## src/hw/rtl/espi_pkg.sv

```systemverilog
package espi_pkg;

   // input commands
   localparam logic [1:0] CMD_READ  = 2'd0;
   localparam logic [1:0] CMD_ZERO  = 2'd1;
   localparam logic [1:0] CMD_REPLY = 2'd2;

   // result actions
   localparam logic [1:0] ACT_SEND      = 2'd0;
   localparam logic [1:0] ACT_READ_DONE = 2'd1;
   localparam logic [1:0] ACT_ZERO_DONE = 2'd2;
   localparam logic [1:0] ACT_REJECT    = 2'd3;

   // error codes
   localparam logic [1:0] ERR_OK     = 2'd0;
   localparam logic [1:0] ERR_LINK   = 2'd1;
   localparam logic [1:0] ERR_PARITY = 2'd2;
   localparam logic [1:0] ERR_SENSOR = 2'd3;

   // sensor register addresses and frame bits
   localparam logic [14:0] ADDR_ANGLE = 15'h3FFF;
   localparam logic [14:0] ADDR_ZHIGH = 15'h0016;
   localparam logic [14:0] ADDR_ZLOW  = 15'h0017;
   localparam logic [14:0] READ_BIT   = 15'h4000;
   localparam int unsigned ERR_FLAG_BIT = 14;
   localparam logic [22:0] DEG_SCALE  = 23'd360;

   typedef enum logic [6:0] {
      PH_IDLE  = 7'b0000001,
      PH_RD1   = 7'b0000010,
      PH_RD2   = 7'b0000100,
      PH_ZHADR = 7'b0001000,
      PH_ZHDAT = 7'b0010000,
      PH_ZLADR = 7'b0100000,
      PH_ZLDAT = 7'b1000000
   } phase_type;

   typedef struct packed {
      logic [1:0]  command;
      logic [13:0] zero_position;
      logic [15:0] rx_frame;
      logic        link_fail;
   } item_type;

   typedef struct packed {
      logic [1:0]  action;
      logic [15:0] tx_frame;
      logic [13:0] angle_reading;
      logic [22:0] angle_scaled;
      logic [1:0]  error_code;
   } result_type;

   typedef struct packed {
      phase_type   phase;
      logic        operation;
      logic [13:0] zero_target;
      logic [1:0]  kept_low_bits;
      logic        error_latch;
      logic [22:0] angle_degrees;
   } state_type;

   // bit 15 makes the whole frame even parity
   function automatic logic [15:0] with_parity(input logic [14:0] v);
      return {^v, v};
   endfunction

endpackage

```

## src/hw/rtl/espi_step.sv

```systemverilog
module espi_step (
   input  espi_pkg::item_type   item,
   input  espi_pkg::state_type  st,
   output espi_pkg::state_type  st_nxt,
   output espi_pkg::result_type res
);

   logic        latch;
   logic [1:0]  code;
   logic [13:0] data;

   always_comb begin
      latch = st.error_latch | item.link_fail;
      if (latch) begin
         code = espi_pkg::ERR_LINK;
      end else if (^item.rx_frame) begin
         code = espi_pkg::ERR_PARITY;
      end else if (item.rx_frame[espi_pkg::ERR_FLAG_BIT]) begin
         code = espi_pkg::ERR_SENSOR;
      end else begin
         code = espi_pkg::ERR_OK;
      end
      data = (code == espi_pkg::ERR_OK) ? item.rx_frame[13:0] : 14'd0;
   end

   always_comb begin
      st_nxt = st;
      res.action        = espi_pkg::ACT_REJECT;
      res.tx_frame      = 16'd0;
      res.angle_reading = 14'd0;
      res.error_code    = espi_pkg::ERR_OK;
      case (item.command)
         espi_pkg::CMD_READ, espi_pkg::CMD_ZERO: begin
            if (st.phase == espi_pkg::PH_IDLE) begin
               st_nxt.operation   = item.command[0];
               st_nxt.error_latch = 1'b0;
               st_nxt.zero_target = item.zero_position;
               st_nxt.phase       = espi_pkg::PH_RD1;
               res.action         = espi_pkg::ACT_SEND;
               res.tx_frame       = espi_pkg::with_parity(espi_pkg::READ_BIT |
                  ((item.command == espi_pkg::CMD_READ) ? espi_pkg::ADDR_ANGLE
                                                       : espi_pkg::ADDR_ZLOW));
            end
         end
         espi_pkg::CMD_REPLY: begin
            case (st.phase)
               espi_pkg::PH_IDLE: begin
                  res.action = espi_pkg::ACT_REJECT;
               end
               espi_pkg::PH_RD1: begin
                  st_nxt.error_latch = latch;
                  st_nxt.phase       = espi_pkg::PH_RD2;
                  res.action         = espi_pkg::ACT_SEND;
                  res.tx_frame       = espi_pkg::with_parity(espi_pkg::READ_BIT);
               end
               espi_pkg::PH_RD2: begin
                  if (!st.operation) begin
                     st_nxt.error_latch = latch;
                     st_nxt.phase       = espi_pkg::PH_IDLE;
                     if (code == espi_pkg::ERR_OK) begin
                        st_nxt.angle_degrees = 23'(data) * espi_pkg::DEG_SCALE;
                     end
                     res.action        = espi_pkg::ACT_READ_DONE;
                     res.angle_reading = data;
                     res.error_code    = code;
                  end else begin
                     st_nxt.kept_low_bits = data[7:6];
                     st_nxt.error_latch   = 1'b0;
                     st_nxt.phase         = espi_pkg::PH_ZHADR;
                     res.action           = espi_pkg::ACT_SEND;
                     res.tx_frame         = espi_pkg::with_parity(espi_pkg::ADDR_ZHIGH);
                  end
               end
               espi_pkg::PH_ZHADR: begin
                  st_nxt.phase = espi_pkg::PH_ZHDAT;
                  res.action   = espi_pkg::ACT_SEND;
                  res.tx_frame = espi_pkg::with_parity({7'd0, st.zero_target[13:6]});
               end
               espi_pkg::PH_ZHDAT: begin
                  st_nxt.error_latch = 1'b0;
                  st_nxt.phase       = espi_pkg::PH_ZLADR;
                  res.action         = espi_pkg::ACT_SEND;
                  res.tx_frame       = espi_pkg::with_parity(espi_pkg::ADDR_ZLOW);
               end
               espi_pkg::PH_ZLADR: begin
                  st_nxt.error_latch = latch;
                  st_nxt.phase       = espi_pkg::PH_ZLDAT;
                  res.action         = espi_pkg::ACT_SEND;
                  res.tx_frame       = espi_pkg::with_parity(
                     {7'd0, st.kept_low_bits, st.zero_target[5:0]});
               end
               espi_pkg::PH_ZLDAT: begin
                  st_nxt.error_latch = latch;
                  st_nxt.phase       = espi_pkg::PH_IDLE;
                  res.action         = espi_pkg::ACT_ZERO_DONE;
                  res.error_code     = {1'b0, latch};
               end
               default: begin
                  st_nxt.phase = espi_pkg::PH_IDLE;
               end
            endcase
         end
         default: begin
            res.action = espi_pkg::ACT_REJECT;
         end
      endcase
      res.angle_scaled = st_nxt.angle_degrees;
   end

endmodule

```

## src/hw/rtl/encoder_spi_frame_sequencer.sv

```systemverilog
// a word accepted on req is held in the input register, then moves to the result register
// and is offered on rsp from there; a stall on rsp can hold it in either register
// throughput: one word per cycle; req_ready drops only while both registers hold words
// that rsp has not yet taken
// reset (synchronous, active high) empties both registers, returns the sequence to idle and
// clears the zero target, kept bits, error latch and last good angle
module encoder_spi_frame_sequencer (
   input  logic        clock,
   input  logic        reset,
   input  logic        req_valid,
   output logic        req_ready,
   input  logic [1:0]  req_command,
   input  logic [13:0] req_zero_position,
   input  logic [15:0] req_rx_frame,
   input  logic        req_link_fail,
   output logic        rsp_valid,
   input  logic        rsp_ready,
   output logic [1:0]  rsp_action,
   output logic [15:0] rsp_tx_frame,
   output logic [13:0] rsp_angle_reading,
   output logic [22:0] rsp_angle_scaled,
   output logic [1:0]  rsp_error_code
);

   // input register
   logic                 item_valid_ff;
   logic                 item_valid_in;
   espi_pkg::item_type   item_ff;
   espi_pkg::item_type   item_in;

   // sequencer state, updated when a word moves to the result register
   espi_pkg::state_type  state_ff;
   espi_pkg::state_type  state_in;

   // result register
   logic                 res_valid_ff;
   logic                 res_valid_in;
   espi_pkg::result_type res_ff;
   espi_pkg::result_type res_in;

   logic                 advance;
   logic                 req_fire;

   // the word in the input register moves on when the result register is free
   // or being emptied in this same cycle
   assign advance   = item_valid_ff & (~res_valid_ff | rsp_ready);
   assign req_ready = ~item_valid_ff | advance;
   assign req_fire  = req_valid & req_ready;

   assign item_in.command       = req_command;
   assign item_in.zero_position = req_zero_position;
   assign item_in.rx_frame      = req_rx_frame;
   assign item_in.link_fail     = req_link_fail;

   // one pass of frame building, reply checking and angle scaling
   espi_pkg::state_type  st_nxt;
   espi_pkg::result_type step_res;

   espi_step u_step (
      .item   (item_ff),
      .st     (state_ff),
      .st_nxt (st_nxt),
      .res    (step_res)
   );

   always_comb begin
      item_valid_in = req_fire | (item_valid_ff & ~advance);
      state_in      = advance ? st_nxt : state_ff;
      res_in        = advance ? step_res : res_ff;
      res_valid_in  = advance | (res_valid_ff & ~rsp_ready);
   end

   always_ff @(posedge clock) begin
      if (reset) begin
         item_valid_ff          <= 1'b0;
         res_valid_ff           <= 1'b0;
         state_ff.phase         <= espi_pkg::PH_IDLE;
         state_ff.operation     <= 1'b0;
         state_ff.zero_target   <= 14'd0;
         state_ff.kept_low_bits <= 2'd0;
         state_ff.error_latch   <= 1'b0;
         state_ff.angle_degrees <= 23'd0;
      end else begin
         item_valid_ff <= item_valid_in;
         res_valid_ff  <= res_valid_in;
         state_ff      <= state_in;
      end
   end

   // payload registers, no reset needed
   always_ff @(posedge clock) begin
      if (req_fire) begin
         item_ff <= item_in;
      end
      res_ff <= res_in;
   end

   assign rsp_valid         = res_valid_ff;
   assign rsp_action        = res_ff.action;
   assign rsp_tx_frame      = res_ff.tx_frame;
   assign rsp_angle_reading = res_ff.angle_reading;
   assign rsp_angle_scaled  = res_ff.angle_scaled;
   assign rsp_error_code    = res_ff.error_code;

endmodule

```

## config.mk

```make
export PLATFORM = sky130hd
export DESIGN_NAME = encoder_spi_frame_sequencer
export DESIGN_NICKNAME = d
export VERILOG_FILES = /design/src/hw/rtl/espi_pkg.sv /design/src/hw/rtl/espi_step.sv /design/src/hw/rtl/encoder_spi_frame_sequencer.sv
export SDC_FILE = /design/constraint.sdc
export NUM_CORES = 1
export LEC_CHECK = 0
export ABC_AREA = 1
export BUFFER_PORTS_ARGS = -buffer_cell sky130_fd_sc_hd__buf_2
export CAP_MARGIN = 20
export CORE_MARGIN = 5
export CORE_UTILIZATION = 50
export DETAILED_ROUTE_END_ITERATION = 6
export PLACE_DENSITY = 0.7
export SYNTH_ARGS = -nofsm -noshare
export SYNTH_HDL_FRONTEND = slang
export SYNTH_HIERARCHICAL = 1
export SYNTH_SLANG_ARGS = --single-unit
```

## constraint.sdc

```tcl
create_clock -name clock -period 8.9 [get_ports clock]
set_input_delay 0.445 -clock clock [delete_from_list [all_inputs] [get_ports clock]]
set_output_delay 0.445 -clock clock [all_outputs]
set_load 0.02 [all_outputs]
```

### After elaboration in Yosys (flattened, before gate mapping)

Index checks and enable logic that the tools add are counted.

* output and inout port bits: 59
* logic and storage cells: 86
* bits in registers: 140

* muxes and demuxes: 26
* equal/unequal tests: 12
* reductions and logical operators: 15
* multipliers: 1
* bitwise logic cells: 15

Operators by type and width (count)
* 23-bit 2-to-1 mux: 4
* 16-bit case mux with 5 select lines: 1
* 15-bit parity: 3
* 7-bit case mux with 6 select lines: 1
* 16-bit case mux with 2 select lines: 1
* 14-bit 2-to-1 mux: 2
* 22-bit 2-to-1 mux: 1
* 14-bit by 6-bit multiplier with 20-bit output, second input constant: 1
* 18-bit 2-to-1 mux: 1
* 16-bit 2-to-1 mux: 1
* 16-bit parity: 1
* 7-bit case mux with 2 select lines: 1
* 4-bit AND reduction: 3
* 2-bit 2-to-1 mux: 4
* 2-bit case mux with 2 select lines: 2
* 7-bit by 1-bit equality test with 1-bit output, second input constant: 1
* 7-bit by 2-bit equality test with 1-bit output, second input constant: 1
* 7-bit by 3-bit equality test with 1-bit output, second input constant: 1
* 7-bit by 4-bit equality test with 1-bit output, second input constant: 1
* 7-bit by 5-bit equality test with 1-bit output, second input constant: 1
* 7-bit by 6-bit equality test with 1-bit output, second input constant: 1
* 7-bit equality test, second input constant: 1
* 1-bit NOT: 6
* 2-bit case mux with 3 select lines: 1
* 17 further kinds: 28

### Logic depth before layout (Yosys ltp)

Gate-level depths: netlist of run 1.

* word-level depth: 10
* depth in mapped cells: 39
* gate-level depth less buffers: 37

### By module

Netlist of run 1, hierarchy kept.

By module, submodules not included
* encoder_spi_frame_sequencer: area an instance 5049.8 um^2, instances 1, cells an instance 416
* espi_step: area an instance 3558.4 um^2, instances 1, cells an instance 640

### Least setup slack after synthesis of run 1

No wires, ideal clock.

* kind: reg-to-reg
* start: register item_ff[15] (netlist bit)
* end: register state_ff[19] (netlist bit)
* setup time: 0.113 ns
* path buffers: 2
* period minus slack after synthesis: 4.509 ns
* data required time: 8.787 ns
* path slack: 4.391 ns
* data arrival time: 4.396 ns
* cell stages (with the launch flop): 35
* path through: edfxtp_1 > inv_4 > nand2_1 > nand2_1 > nand2_1 > nand2_1 > nand2_1 > nand2_1 > inv_2 > nand2_2 > nand3_4 > nor2_8 > buf_6 > nand2_1 > inv_2 > ha_1 > ha_1 > inv_1 > fa_1 > fa_1 > o21ai_0 > nand3_1 > nand2_1 > a21o_1 > nand2_1 > nand2_1 > xor2_1 > nand2_1 > o21ai_1 > inv_1 > buf_4 > inv_1 > nand3_1 > nand2_1 > nor2_1

RTL lines
* from (decl): line encoder_spi_frame_sequencer.sv:28 `espi_pkg::item_type item_ff;`
* from (signal assigned): line encoder_spi_frame_sequencer.sv:93 `item_ff <= item_in;`
* to (signal assigned): line encoder_spi_frame_sequencer.sv:86 `state_ff <= state_in;`
* to (decl): line encoder_spi_frame_sequencer.sv:32 `espi_pkg::state_type state_ff;`

==> reports/qor.yml, run 1 <==
status: "completed"
cts_tree: "done"
fin_util_pct: 56.1
synth_seq_cells: 140
vias: 6713
final_common_cell: "nand2_1"
track_usage_pct: 18.9
drive_gt1_share_pct: 17.1
dr.pass1.iters: 5
place_area_um2: 8960
numCtsBuffers: 17
ys_types: 44
grt_pass1_vias: 6442
ys_seq_area_share_pct: 43.0
die_area_um2: 19900
ioPinCount: 96
clk_path_buf_depth: 2
wl_um: 18200
ir_drop_uv: 121
finalHoldViolCount: 0
slew_violations: 0
fin_setup_tns_ns: 0
worstSetupStartpointType: "flop"
r2r_end: "state_ff[22]"
syn-instance-count: 1056
grt-ovfl-total: 0
mostFrequentLayoutCells: "nand2_1 (254), inv_1 (172), buf_2 (95), nor2_1 (93), edfxtp_1 (90)"
crit_path_start: "item_ff[10]"
worst_r2r_path_depth: 32
syn_nets: 1141
antenna_found_initial: 0
postCtsResizedCells: 0
die_y_um: 141
clock_skew_ns: 0.00923
num_rows: 48
globalplace.congestion: 0.863
die_w_um: 141
crit_path_frequent_cell: "nand2_1"
worstPathArrival_ns: 5.26
cp_max_fo: 15
clkTransAtPathRegs_ns: 0.06
post_cts_buffers: 0
synth_top_area_cell: "edfxtp_1"
wire_per_inst_um: 13.5
drt_iter0_markers: 460
vias_per_cell: 4.98
initial_core_util_pct: 50.3
crit_end: "state_ff[22]"
synth_area_per_cell_um2: 8.15
grt_setup_unrepaired: "no"
required_ns: 9.21
fin_crit_ns: 4.95
dp_hpwl_um: 12700
cts-htree-levels: 4
fill_cells: 1595
r2r-start: "item_ff[10]"
setup_viol: 0
worstSetupEndpointType: "flop"
r2r_setup_slack_ns: 3.95
tightest_slew_ns: 0.904
port_buffers: 95
hp-class: "input pin to flop"
crit_type: "flop to flop"
maxSlewHeadroom_pct: 39.6
postLayoutCellArea_um2: 9610
fin_crit_sh_pct: 55.6
fp.coreArea_um2: 17100
grt_max_degree: 63
diodes: 0
syn2layout_area_growth_pct: 11.6
route.detailed.drc: 0
slowest_stage: "fa_1"
power_density_nw_per_um2: 191
grt_pass1_wl_um: 30500
ys_warn_count: 6
leakagePower_nw: 4.63
root_buffer: "clkbuf_16"
synth.area.top_cells: "edfxtp_1 (31%), dfxtp_1 (12%), nand2_1 (11%), inv_1 (7.6%), ha_1 (5.1%)"
placed_cells: 1317
clock_latency_ns: 0.42
max_cap_viol_count: 0
netlist.area_leader.share_pct: 31.4
final_nets: 1196
ant_nets: 0
crit_path_max_incr_delay_ns: 0.51
cts_sinks: 140
max_freq_ghz: 0.202
syn_area_um2: 8610
cts_hold_buf: 0
finalNonFillerCells: 1349
[how the worst min path moves through the flow]
stage | startpoint | endpoint | slack, ns | cells after the start
floorplan | state_ff[22] | state_ff[22] | 0.45 | 2
global placement | state_ff[0] | state_ff[0] | 0.46 | 2
detailed placement | state_ff[4] | state_ff[4] | 0.48 | 2
CTS | req_zero_position[13] | item_ff[30] | 0.17 | 1
global route | req_rx_frame[2] | item_ff[3] | 0.17 | 1
finish | req_zero_position[13] | item_ff[30] | 0.19 | 1
[cell usage after synthesis, drive strengths merged]
| master | number |
|---|---|
| buf | 57 |
| xnor2 | 17 |
| nor2 | 98 |
| a21boi | 3 |
| o31ai | 1 |
| xor2 | 13 |
| a31oi | 1 |
| o21ai | 42 |
| nand2 | 259 |
| nor4 | 5 |
| a21oi | 66 |
| inv | 187 |
| nand3 | 79 |
| o21bai | 2 |
| ha | 35 |
| a32o | 1 |
| nand4 | 10 |
| clkbuf | 6 |
| a22oi | 3 |
| fa | 13 |
| or2 | 3 |
| a221oi | 4 |
| nor3 | 2 |
| edfxtp | 90 |
| a21o | 3 |
| nand3b | 3 |
| o21a | 1 |
| dfxtp | 50 |
| o211ai | 2 |
[worst max-delay path: cells and delay by family (launching register included)]
kind            cells  cell delay [ns]
xor+xnor            1             0.16
flops               1             0.45
compound gates      2             0.28
simple gates       18             1.71
buf+inv             7             0.54
fa+ha+maj           4             1.68
[cell type report]
type                       count  area (um2)  area share [%]
clock inverter                13         215            2.24
tap                          225         282            2.93
timing repair buffer          99         505            5.26
inverter                     187         707            7.36
clock buffer                  19         433            4.51
multi-input combinational    666        3760            39.1
sequential                   140        3710            38.6
[sequential cells by signal (all words and copies together), names as in the netlist]
signal / flops
state_ff: 48
item_valid_ff: 1
rsp_action: 2
rsp_angle_reading: 14
rsp_angle_scaled: 23
item_ff: 33
rsp_tx_frame: 16
rsp_valid: 1
rsp_error_code: 2
[routing by layer]
layer | GRT usage [%] | wire [um] | part of all wire, %
met1 | 21.8 | 7680 | 42
met2 | 35.0 | 9600 | 53
met3 | 3.49 | 660 | 3.6
met4 | 6.07 | 250 | 1.4
met5 | 0 | 0 | 0
[metrics by stage]
step | hold WS (ns) | power (mW) | setup slack, ns
after floorplan | 0.446 | 1.01 | 4.39
final | 0.190 | 1.84 | 3.95
after global placement | 0.461 | 1.06 | 4.07
after global routing | 0.167 | 1.93 | 3.51
after CTS | 0.171 | 1.86 | 3.96
after detailed placement | 0.476 | 1.07 | 3.98
[cell families after synthesis]
| family | count (synthesis) | share of synthesized area, % |
|---|---|---|
| xor gates and xnor gates | 30 | 3.05 |
| adders and majority gates | 48 | 8.11 |
| AOI/OAI and AO/OA | 129 | 9.49 |
| buffers and inverters | 250 | 13.4 |
| and+or+nand+nor | 459 | 23.0 |
| DFF | 140 | 43.0 |
[power breakdown]
part | switching [mW] | internal, mW | total [mW]
clock | 0.287 | 0.500 | 0.787
sequential | 0.0287 | 0.733 | 0.762
combinational | 0.185 | 0.104 | 0.289
total | 0.500 | 1.34 | 1.84
Power figures use the tool's default switching activity.
==> inputs of run 2 (changes only) <==
--- a/config.mk
+++ b/config.mk
@@ -11,7 +11,7 @@
 export CORE_MARGIN = 5
 export CORE_UTILIZATION = 50
 export DETAILED_ROUTE_END_ITERATION = 6
-export PLACE_DENSITY = 0.7
+export PLACE_DENSITY = 0.72
 export SYNTH_ARGS = -nofsm -noshare
 export SYNTH_HDL_FRONTEND = slang
 export SYNTH_HIERARCHICAL = 1
==> constraint.sdc (replaced) <==
create_clock -name clock -period 4.3 [get_ports clock]
set_input_delay 0.215 -clock clock [delete_from_list [all_inputs] [get_ports clock]]
set_output_delay 0.215 -clock clock [all_outputs]
set_load 0.02 [all_outputs]
==> run 2 against run 1 <==
  * Largest power group unchanged
  * Sequential cell count unchanged
  * First-iteration DRC count shrank 12%
  * Design area is 17% higher
  * Clock skew is 0.0051 ns higher
  * The flow now finishes with violations (negative setup slack)
  * Global-route usage grew 2.2 points
  * Clock power is 100% higher
  * Sequential share of layout area fell by 5.7 points
==> reports/qor.yml, run 2 (synthesis gave the netlist of run 1 again) <==
status: "finished, violations left"  # was completed
violations: "negative setup slack"
diodes: 0  # unchanged
ir_drop_uv: 332  # was 121 uV
worstSetupEndpointType: "flop"  # unchanged
sequentialPowerShare_pct: 39.1  # was 41.5%
initial_core_util_pct: 50.3  # unchanged
placed_cells: 1408  # was 1317
holdPathStages: 3  # was 1
clock_skew_ns: 0.0144  # was 0.00923 ns
max_freq_ghz: 0.217  # was 0.202 GHz
cts_sinks: 140  # unchanged
r2r_setup_slack_ns: -0.31  # was 3.95 ns
dr.pass1.iters: 5  # unchanged
setup_viol: 20  # was 0
die_area_um2: 19900  # unchanged
grt-ovfl-total: 0  # unchanged
mostFrequentLayoutCells: "nand2_1 (235), inv_1 (161), buf_4 (118), buf_2 (95), edfxtp_1 (90)"  # was nand2_1 (254), inv_1 (172), buf_2 (95), nor2_1 (93), edfxtp_1 (90)
num_rows: 48  # unchanged
fin_setup_tns_ns: -3.17  # was 0 ns
leakagePower_nw: 5.37  # was 4.63 nW
die_y_um: 141  # unchanged
fin_crit_ns: 4.61  # was 4.95 ns
fp.coreArea_um2: 17100  # unchanged
drt_iter0_markers: 405  # was 460
cts_tree: "done"  # unchanged
crit_type: "flop to flop"  # unchanged
worstPathArrival_ns: 4.92  # was 5.26 ns
route.detailed.drc: 0  # unchanged
cts-htree-levels: 4  # unchanged
worst_r2r_path_depth: 34  # was 32
max_cap_viol_count: 0  # unchanged
required_ns: 4.61  # was 9.21 ns
clockPowerShare_pct: 39.6  # was 42.8%
worstSetupStartpointType: "flop"  # unchanged
r2r-start: "item_ff[11]"  # was item_ff[10]
slowest_stage: "fa_1"  # unchanged
setup_ws_ns: -0.310  # was 3.95 ns
p_switching_mw: 1.13  # was 500 uW
tightest_slew_ns: 0.930  # was 0.904 ns
antenna_found_initial: 0  # unchanged
wire_per_inst_um: 14.0  # was 13.5 um
hp-class: "input pin to flop"  # unchanged
numCtsBuffers: 17  # unchanged
crit_path_frequent_cell: "nand2_1"  # unchanged
wl_um: 21000  # was 18200 um
grt_pass1_vias: 7260  # was 6442
drive_gt1_share_pct: 30.8  # was 17.1%
largest_register_ffs: 48  # unchanged
clk_path_buf_depth: 2  # unchanged
track_usage_pct: 21.1  # was 18.9%
switching_share_pct: 28.0  # was 27.2%
clock_latency_ns: 0.43  # was 0.42 ns
crit_end: "state_ff[17]"  # was state_ff[22]
slew_violations: 0  # unchanged
dp_hpwl_um: 13700  # was 12700 um
ant_nets: 0  # unchanged
r2r_end: "state_ff[17]"  # was state_ff[22]
cp_max_fo: 5  # was 15
fin_crit_sh_pct: 107  # was 55.6%
fin_util_pct: 65.9  # was 56.1%
maxSlewHeadroom_pct: 37.9  # was 39.6%
power_density_nw_per_um2: 357  # was 191 nW/um2
largest_register: "state_ff"  # unchanged
final_common_cell: "nand2_1"  # unchanged
grt_max_degree: 97  # was 63
p_int_mw: 2.90  # was 1.34 mW
final_nets: 1350  # was 1196
power_frac_comb_pct: 21.3  # was 15.7%
crit_path_start: "item_ff[11]"  # was item_ff[10]
grt_pass1_wl_um: 34100  # was 30500 um
die_w_um: 141  # unchanged
ioPinCount: 96  # unchanged
grt_setup_unrepaired: "yes"  # was no
globalplace.congestion: 0.888  # was 0.863
port_buffers: 95  # unchanged
vias_per_cell: 4.98  # about the same
vias: 7480  # was 6713
clkTransAtPathRegs_ns: 0.06  # about the same
crit_path_max_incr_delay_ns: 0.49  # was 0.51 ns
root_buffer: "clkbuf_16"  # unchanged
finalNonFillerCells: 1503  # was 1349
syn2layout_area_growth_pct: 31.0  # was 11.6%
finalHoldViolCount: 0  # unchanged
[run 2: changes by cell type in the layout (fill, tap and decap cells not counted), moves of 7 or more]
cell,before,now
a21oi_2,28,36
inv_1,172,161
ha_4,0,12
nor2_1,93,82
nand2_1,254,235
o21ai_0,28,21
dlygate4sd3_1,0,34
inv_2,13,24
a21oi_1,38,30
nand2_2,4,22
ha_1,35,20
buf_4,4,118
[run 2: worst min-delay path by stage]
stage	slack, ns	endpoint	startpoint
after floorplan	0.28	item_valid_ff	reset
after global placement	0.39	item_ff[23]	req_zero_position[6]
after detailed placement	0.39	item_ff[21]	req_zero_position[4]
after CTS	0.05	item_valid_ff	req_valid
after global routing	0.05	item_valid_ff	req_valid
final	0.07	item_valid_ff	req_valid
[run 2: area by class of cell]
class                      count  area, um2
timing repair buffer         252       1770
fill                        1345       5840
multi-input combinational    667       4170
tap                          225        282
clock buffer                  20        447
clock inverter                12        185
inverter                     187        712
sequential                   140       3710
[run 2: critical path: cells and delay by family (launching register included)]
family                     cells  cell delay [ns]
xor gates and xnor gates       1             0.15
AOI/OAI and AO/OA              4             0.59
buffers and inverters          9             0.70
adders and majority gates      3             1.03
and+or+nand+nor               17             1.58
DFF                            1             0.45
[run 2: what timing repair did]
action / in CTS / in global routing
endpoints found under the setup margin: 19 / 25
resized for setup: 33 / 53
hold buffers: 34 / 0
setup buffers: 12 / 15
cloned: 1 / 0
pin swaps: 22 / 31
endpoints found under the hold margin: 35 / 0
[run 2: power by group through the flow]
stage	registers, mW	clock network (mW)	logic, mW
2_1_floorplan	1.62	0	0.488
3_3_place_gp	1.60	0	0.702
3_5_place_dp	1.60	0	0.720
4_1_cts	1.57	1.62	0.794
5_1_grt	1.58	1.69	0.953
6_report	1.57	1.59	0.859
[run 2: metrics by stage]
step | power (mW) | cell area [um2] | hold slack [ns] | setup slack [ns]
global route | 4.22 | 11300 | 0.0504 | -0.679
finish | 4.03 | 11300 | 0.0749 | -0.310
detailed placement | 2.32 | 9740 | 0.393 | -0.233
floorplan | 2.11 | 8700 | 0.284 | 0.00798
CTS | 3.98 | 11000 | 0.0506 | -0.0919
global placement | 2.30 | 9740 | 0.391 | -0.134
[run 2: layer usage]
layer | global-route usage (%) | wire length, um | up-vias
met4 | 7.19 | 529 | 0
met1 | 23.7 | 8250 | 3476
met5 | 0 | 0 | -
li1 | - | - | 3767
met3 | 4.24 | 847 | 41
met2 | 39.5 | 11300 | 196
